### config.mk
export PLATFORM = sky130hd
export DESIGN_NAME = dvrt_ctrl
export DESIGN_NICKNAME = d
export VERILOG_FILES = /design/src/rtl/dvrt_pkg.sv /design/src/rtl/dvrt_ctrl.sv
export SDC_FILE = /design/constraint.sdc
export NUM_CORES = 1
export LEC_CHECK = 0
export BUFFER_PORTS_ARGS = -buffer_cell sky130_fd_sc_hd__clkbuf_2
export CAP_MARGIN = 10
export CORE_MARGIN = 2
export CORE_UTILIZATION = 45
export DETAILED_ROUTE_END_ITERATION = 7
export GPL_TIMING_DRIVEN = 0
export HOLD_SLACK_MARGIN = 0.08
export MAX_ROUTING_LAYER = met4
export PLACE_DENSITY = 0.78
export SYNTH_ARGS = -nofsm -noshare
export SYNTH_HDL_FRONTEND = slang
export SYNTH_SLANG_ARGS = --single-unit
### constraint.sdc
create_clock -name clk -period 2.05 [get_ports clk]
set_clock_uncertainty 0.05 [all_clocks]
set_input_delay 0.1025 -clock clk [delete_from_list [all_inputs] [get_ports clk]]
set_output_delay 0.1025 -clock clk [all_outputs]
set_load 0.05 [all_outputs]
### src/rtl/dvrt_pkg.sv
// Package for the distance-vector route table: table depths, opcodes, status codes,
// route kinds, controller states and the command/status structs. No dependencies.
package dvrt_pkg;

	// table depths; port widths are sized for these
	localparam int ROUTE_DEPTH = 64;
	localparam int IFACE_DEPTH = 8;

	localparam logic [2:0] OP_UPDATE = 3'd0;
	localparam logic [2:0] OP_TICK   = 3'd1;
	localparam logic [2:0] OP_ADDIF  = 3'd2;
	localparam logic [2:0] OP_IFDOWN = 3'd3;
	localparam logic [2:0] OP_READ   = 3'd4;

	localparam logic [1:0] ST_DONE     = 2'd0;
	localparam logic [1:0] ST_RT_FULL  = 2'd1;
	localparam logic [1:0] ST_NO_ENTRY = 2'd2;
	localparam logic [1:0] ST_IF_FULL  = 2'd3;

	localparam logic [1:0] KIND_LEARNED = 2'd0;
	localparam logic [1:0] KIND_UP      = 2'd1;
	localparam logic [1:0] KIND_DOWN    = 2'd2;

	localparam logic [1:0] CFG_UNREACH = 2'd0;
	localparam logic [1:0] CFG_LIMIT   = 2'd1;
	localparam logic [1:0] CFG_STALE   = 2'd2;

	// one route entry as stored
	typedef struct packed {
		logic [31:0] net;
		logic [5:0]  prefix;
		logic [7:0]  distance;
		logic [31:0] hop;
		logic [1:0]  kind;
		logic [7:0]  age;
	} route_t;

	typedef struct packed {
		logic [31:0] own;
		logic [31:0] net;
		logic [7:0]  distance;
	} iface_t;

	typedef enum logic [3:0] {
		S_IDLE,
		S_IF_RD,    // read interface slot
		S_IF_CHK,   // compare interface slot
		S_RT_RD,    // read route slot
		S_RT_CHK,   // compare route slot
		S_TK_RD,    // tick: read slot
		S_TK_CHK,   // tick: age and judge slot
		S_TK_LAST,  // tick: read last entry for swap
		S_TK_MOVE,  // tick: write last entry into slot
		S_RD_WAIT,  // read entry: memory latency
		S_OUT       // result held
	} state_t;

	// controller commands
	typedef struct packed {
		logic       latch_in;    // input beat taken, keep its fields
		logic       clear_idx;   // scan index to zero
		logic       inc_idx;     // scan index plus one
		logic       rt_rd_last;  // read route at total-1
		logic       rt_rd_user;  // read route at entry_index
		logic       latch_if;    // keep the matched interface
		logic       latch_slot;  // keep the found slot
		logic       own_revive;  // own-sender revive at found slot
		logic       upd_found;   // update existing route if the metric wins or its own hop reports
		logic       append_rt;   // append learned route
		logic       add_iface;   // append interface and direct route
		logic       if_down;     // mark found slot down if it is up
		logic       tk_write;    // write aged slot back
		logic       tk_move;     // write last entry into slot, total-1
		logic       latch_read;  // latch read data into result
		logic       set_status;
		logic [1:0] status;
	} cmd_t;

	// datapath status
	typedef struct packed {
		logic if_end;     // scan index reached iface total
		logic rt_end;     // scan index reached route total
		logic if_match;   // interface own address equals sender
		logic rt_match;   // route net equals request net
		logic own_net;    // latched iface net equals request net
		logic if_full;
		logic rt_full;
		logic tk_delete;  // aged entry should be deleted
		logic read_ok;    // entry_index below total
	} stat_t;

endpackage

### src/rtl/dvrt_ctrl.sv
// Controller state machine of the route table: sequences the scans.
// Uses dvrt_pkg.
module dvrt_ctrl (
	input  logic            clk,
	input  logic            arst_n,
	input  logic            in_valid,
	output logic            in_ready,
	output logic            out_valid,
	input  logic            out_ready,
	input  logic [2:0]      opcode,
	input  dvrt_pkg::stat_t stat,
	output dvrt_pkg::cmd_t  cmd
);
	dvrt_pkg::state_t state_q, state_d;
	logic [2:0] op_q, op_d;
	logic own_q, own_d;   // own sender found, now looking for its route

	always_ff @(posedge clk or negedge arst_n) begin
		if (!arst_n) begin
			state_q <= dvrt_pkg::S_IDLE;
			op_q <= '0;
			own_q <= 1'b0;
		end else begin
			state_q <= state_d;
			op_q <= op_d;
			own_q <= own_d;
		end
	end

	always_comb begin
		state_d = state_q;
		op_d = op_q;
		own_d = own_q;
		cmd = '0;
		in_ready = 1'b0;
		out_valid = 1'b0;
		unique case (state_q)
			dvrt_pkg::S_IDLE: begin
				in_ready = 1'b1;
				if (in_valid) begin
					op_d = opcode;
					own_d = 1'b0;
					cmd.latch_in = 1'b1;
					cmd.clear_idx = 1'b1;
					cmd.set_status = 1'b1;
					cmd.status = dvrt_pkg::ST_DONE;
					unique case (opcode)
						dvrt_pkg::OP_UPDATE: state_d = dvrt_pkg::S_IF_RD;
						dvrt_pkg::OP_TICK:   state_d = dvrt_pkg::S_TK_RD;
						dvrt_pkg::OP_IFDOWN: state_d = dvrt_pkg::S_RT_RD;
						dvrt_pkg::OP_READ: begin
							cmd.rt_rd_user = 1'b1;
							state_d = dvrt_pkg::S_RD_WAIT;
						end
						dvrt_pkg::OP_ADDIF: begin
							state_d = dvrt_pkg::S_OUT;
							if (stat.if_full) cmd.status = dvrt_pkg::ST_IF_FULL;
							else if (stat.rt_full) cmd.status = dvrt_pkg::ST_RT_FULL;
							else cmd.add_iface = 1'b1;
						end
						default: state_d = dvrt_pkg::S_OUT;
					endcase
				end
			end
			dvrt_pkg::S_IF_RD: begin
				if (stat.if_end) begin
					cmd.clear_idx = 1'b1;
					state_d = dvrt_pkg::S_RT_RD;
				end else begin
					state_d = dvrt_pkg::S_IF_CHK;
				end
			end
			dvrt_pkg::S_IF_CHK: begin
				if (stat.if_match) begin
					cmd.latch_if = 1'b1;
					cmd.clear_idx = 1'b1;
					own_d = 1'b1;
					state_d = dvrt_pkg::S_RT_RD;
				end else begin
					cmd.inc_idx = 1'b1;
					state_d = dvrt_pkg::S_IF_RD;
				end
			end
			dvrt_pkg::S_RT_RD: begin
				if (own_q && !stat.own_net) begin
					state_d = dvrt_pkg::S_OUT;
				end else if (stat.rt_end) begin
					state_d = dvrt_pkg::S_OUT;
					if (op_q == dvrt_pkg::OP_UPDATE && !own_q) begin
						if (stat.rt_full) begin
							cmd.set_status = 1'b1;
							cmd.status = dvrt_pkg::ST_RT_FULL;
						end else begin
							cmd.append_rt = 1'b1;
						end
					end
				end else begin
					cmd.latch_slot = 1'b1;
					state_d = dvrt_pkg::S_RT_CHK;
				end
			end
			dvrt_pkg::S_RT_CHK: begin
				if (!stat.rt_match) begin
					cmd.inc_idx = 1'b1;
					state_d = dvrt_pkg::S_RT_RD;
				end else begin
					// first route for the network decides
					state_d = dvrt_pkg::S_OUT;
					if (own_q) cmd.own_revive = 1'b1;
					else if (op_q == dvrt_pkg::OP_UPDATE) cmd.upd_found = 1'b1;
					else cmd.if_down = 1'b1;
				end
			end
			dvrt_pkg::S_TK_RD: begin
				if (stat.rt_end) state_d = dvrt_pkg::S_OUT;
				else state_d = dvrt_pkg::S_TK_CHK;
			end
			dvrt_pkg::S_TK_CHK: begin
				if (stat.tk_delete) begin
					cmd.rt_rd_last = 1'b1;
					state_d = dvrt_pkg::S_TK_LAST;
				end else begin
					cmd.tk_write = 1'b1;
					cmd.inc_idx = 1'b1;
					state_d = dvrt_pkg::S_TK_RD;
				end
			end
			dvrt_pkg::S_TK_LAST: begin
				cmd.rt_rd_last = 1'b1;
				state_d = dvrt_pkg::S_TK_MOVE;
			end
			dvrt_pkg::S_TK_MOVE: begin
				// last entry now in read data; examine same slot again
				cmd.tk_move = 1'b1;
				state_d = dvrt_pkg::S_TK_RD;
			end
			dvrt_pkg::S_RD_WAIT: begin
				cmd.set_status = 1'b1;
				if (stat.read_ok) begin
					cmd.latch_read = 1'b1;
					cmd.status = dvrt_pkg::ST_DONE;
				end else begin
					cmd.status = dvrt_pkg::ST_NO_ENTRY;
				end
				state_d = dvrt_pkg::S_OUT;
			end
			dvrt_pkg::S_OUT: begin
				out_valid = 1'b1;
				if (out_ready) state_d = dvrt_pkg::S_IDLE;
			end
			default: state_d = dvrt_pkg::S_IDLE;
		endcase
	end
endmodule

* Word-level counts from Yosys, hierarchy flattened *
Cells that the tools add are included.

word-level totals
  input bits = 16
  output and inout port bits = 20
  word-level logic and storage cells = 97
  bits in registers = 8

cells by class
  multiplexer cells = 66
  reduce and logical (&&, ||, !) cells = 11
  equal/unequal tests = 17

operators with widths
  cell                                                                   count
  4-bit one-hot mux with 11 select lines                                 1
  1-bit 2-to-1 mux                                                       40
  4-bit 2-to-1 mux                                                       6
  4-bit by 3-bit equality test with 1-bit output, second input constant  4
  2-bit 2-to-1 mux                                                       8
  4-bit one-hot mux with 4 select lines                                  1
  3-bit 2-to-1 mux                                                       5
  4-bit equality test, second input constant                             3
  3-bit one-hot mux with 3 select lines                                  1
  4-bit by 2-bit equality test with 1-bit output, second input constant  2
  3-bit by 2-bit equality test with 1-bit output, second input constant  2
  3-bit zero test                                                        2
  2-bit != test, second input constant                                   3
  1-bit one-hot mux with 3 select lines                                  2
  4-bit by 1-bit equality test with 1-bit output, second input constant  1
  4-bit zero test                                                        1
  1-bit one-hot mux with 2 select lines                                  2
  2-bit AND reduction                                                    2
  3-bit by 1-bit equality test with 1-bit output, second input constant  1
  3-bit equality test, second input constant                             1
  3-bit AND reduction                                                    1
  1-bit logical AND                                                      2
  1-bit zero test                                                        2
  2-bit nonzero test                                                     1

* Longest topological paths before layout *
  word-level depth = 6
  gate-level depth with buffers = 5
  depth with buffers taken out = 4

* Worst setup path after synthesis *
No wires, ideal clock.

  kind = reg-to-output
  start point = reg state_q[2]
  end point = out cmd[13] in the netlist's numbering
  slack = -1.321 ns
  required time = 1.898 ns
  path buffers = 0
  cell stages (with the launch flop) = 4
  arrival time = 3.218 ns
  cell sequence = dfrtp_1 nor4_4 nand2_1 nor4b_1

RTL lines
  item                    line             text
  from (decl)             dvrt_ctrl.sv:14  dvrt_pkg::state_t state_q, state_d;
  from (signal assigned)  dvrt_ctrl.sv:20  state_q <= dvrt_pkg::S_IDLE;
  from (signal assigned)  dvrt_ctrl.sv:24  state_q <= state_d;
  to (decl)               dvrt_ctrl.sv:12  output dvrt_pkg::cmd_t cmd

==> flow_metrics.py <==
metrics = {
    "logic_synthesis": {
        "postSynthCellCount": 101,
        "ys_warn_count": 0,
        "ys_seq_area_frac": 0.264,
        "synth_nets": 117,
        "synth_cell_types": 35,
        "avgSynthCellArea_um2": 7.51,
        "synth_top_area_cell": "dfrtp_1",
        "synthFlopType": "dfrtp_1",
        "synthArstFlopShare": 1.00,
        "synth-edff-count": 0,
        "synthesis.area_um2": 758,
        "ys_ff_latch": 8,
        "synth_area_leaders": "dfrtp_1 (26%), nor3_1 (5.9%), o21ai_0 (5.9%)",
        "synth_top_cell_area_share": 0.264,
    },
    "detailed_routing": {
        "ant_nets": 0,
        "via_per_inst": 6.03,
        "num_vias": 964,
        "first_pass_iters": 4,
        "first_iter_violations": 28,
        "postRouteWirelength_mm": 2.44,
        "routedWlPerCell_um": 15.3,
        "drcViolationCount": 0,
    },
    "hold_path": {
        "worst_hold_path_type": "in2reg",
        "worst_hold_path.endpoint": "op_q[2]",
        "whs_path_depth": 2,
        "hp-start": "opcode[2]",
    },
    "critical_path": {
        "ff2ff_setup_slack_ns": 0.27,
        "end_kind": "output pin",
        "crit_path_start_kind": "register",
        "critPathKind": "reg2out",
        "arrival_ns": 1.90,
        "cp-startpoint": "state_q[3]",
        "timing.rr.start": "state_q[2]",
        "cp.required_ns": 1.90,
        "r2r-end": "state_q[3]",
        "reg2regPathDepth": 5,
        "path_max_fanout": 10,
    },
    "global_routing": {
        "grt_max_degree": 11,
        "grt_pass1_vias": 883,
        "grtUsageTotal": 0.260,
        "antenna_found_initial": 0,
        "grt_pass1_wl_mm": 3.75,
        "grt-ovfl-total": 0,
    },
    "run": {
        "drv_cap": 0,
    },
    "final_layout": {
        "syn_to_final_growth_pct": 46.2,
        "fin_area_um2": 1110,
        "utilization": 0.719,
        "nets": 162,
        "drive_gt1_frac": 0.451,
        "final_common_cell": "clkbuf_2",
        "insertedDiodeCount": 0,
        "mostFrequentLayoutCells": "clkbuf_2 (29), nor2_1 (12), inv_1 (11)",
    },
    "clock_tree": {
        "clk_latency_ns": 0.26,
        "cts_root_buffer": "clkbuf_4",
        "clk_pin_slew_ns": 0.05,
        "max-clock-path-buffers": 2,
        "cts_tree": "built",
        "numCtsBuffers": 3,
        "htreeDepth": 1,
        "cts_sinks": 8,
    },
    "placed_design": {
        "routabilityCongestion": 0.852,
        "dp_worst_setup_slack_ns": 0.121,
        "dp_hpwl_mm": 1.76,
        "io_buffers": 35,
        "dpl_cell_area_um2": 1000,
    },
    "sta": {
        "min_period_ns": 2.05,
        "rsz0062_at_grt": "true",
        "hold_viol": 0,
        "worst_slew_margin_rel": 0.718,
        "worst-slew-pin-transition_ns": 0.424,
        "whs_ns": 0.123,
        "post-route-period-util": 0.999,
        "fin_ws_ns": 0.00158,
        "drv_slew": 0,
        "max_freq_ghz": 0.488,
        "setup_violations": 0,
    },
    "die": {
        "dieArea_um2": 2030,
        "rows": 14,
        "fp.dieH_um": 45.1,
        "io_pins": 36,
        "core_area_um2": 1540,
        "die_w_um": 45.1,
        "initial_core_util": 0.492,
    },
    "power_and_ir_drop": {
        "leakage_uw": 0.000540,
        "worst_ir_drop_vdd_v": 0.00113,
        "p_per_area_nw_per_um2": 1450,
    },
    "outcome": {
        "status": "finished, final reports clean",
    },
}
cell families (layout without fill, tap and decap cells):
logic type / Yosys count / after routing / synth area share
buffers and inverters: 15 / 58 / 0.0858
DFF: 8 / 8 / 0.264
muxes: 4 / 4 / 0.0561
and+or+nand+nor: 50 / 50 / 0.384
AOI/OAI and AO/OA: 24 / 24 / 0.210
how the worst max path moves through the flow:
stage / end / slack [ns] / depth (start not counted)
2_1_floorplan: cmd[0] / -0.42 / 3
3_3_place_gp: cmd[13] / 0.13 / 4
3_5_place_dp: cmd[13] / 0.12 / 4
4_1_cts: cmd[0] / 0.003 / 5
5_1_grt: cmd[0] / -0.06 / 5
6_report: cmd[2] / 0.002 / 5
layout make-up:
| cell class | instances | area (µm²) |
|---|---|---|
| Multi-Input combinational cell | 78 | 563 |
| Fill cell | 123 | 433 |
| Timing Repair Buffer | 40 | 235 |
| Sequential cell | 8 | 203 |
| Inverter | 11 | 41.3 |
| Buffer | 4 | 23.8 |
| Clock buffer | 3 | 22.5 |
| Tap cell | 16 | 20.0 |
worst max-delay path, cell delays in order (launching register included):
cell and delay, ns:
dfrtp_1 0.40, buf_4 0.19, and4bb_2 0.33, nand4_1 0.16, o211ai_1 0.26, clkbuf_4 0.29
cell usage after synthesis, types with 2 or more instances:
cell type and number:
o22ai_1 2, dfrtp_1 8, mux2_2 2, nand2b_1 2, nor2b_1 5, mux2i_1 2
inv_1 11, nor3b_1 5, nand2_1 6, o21ai_0 9, nand4_1 2, nor2_1 12
or2_2 2, a31oi_1 2, and2_1 2, buf_4 2, nor3_1 9
power by group:
part / leakage, µW / total, µW / switching (µW) / internal [µW]
clock network: 0.0000138 / 124 / 57.3 / 67.2
registers: 0.0000968 / 330 / 90.8 / 239
logic: 0.000429 / 1150 / 748 / 405
total: 0.000540 / 1610 / 896 / 711
through the flow:
stage          std cells  power, µW  TNS, ns
6_report             160       1610        0
3_5_place_dp         152       1380        0
2_1_floorplan        101       1150    -1.73
5_1_grt              160       1710   -0.175
4_1_cts              157       1540        0
3_3_place_gp         152       1360        0
per-layer routing:
metal	share of wire	GRT usage
met5	0	-
met4	0.038	0.118
met1	0.39	0.318
met2	0.50	0.411
met3	0.073	0.0520
sequential cells by signal, indices dropped and copies added (netlist names):
name,flops
state_q,4
own_q,1
op_q,3
timing repair:
item,in CTS,in global routing
gates resized for setup,3,19
hold endpoints to repair,8,0
hold buffers,1,0
setup endpoints to repair,8,10
pin swaps,1,5
setup buffers,1,3
Note: power is estimated with default switching activity, not from simulation.
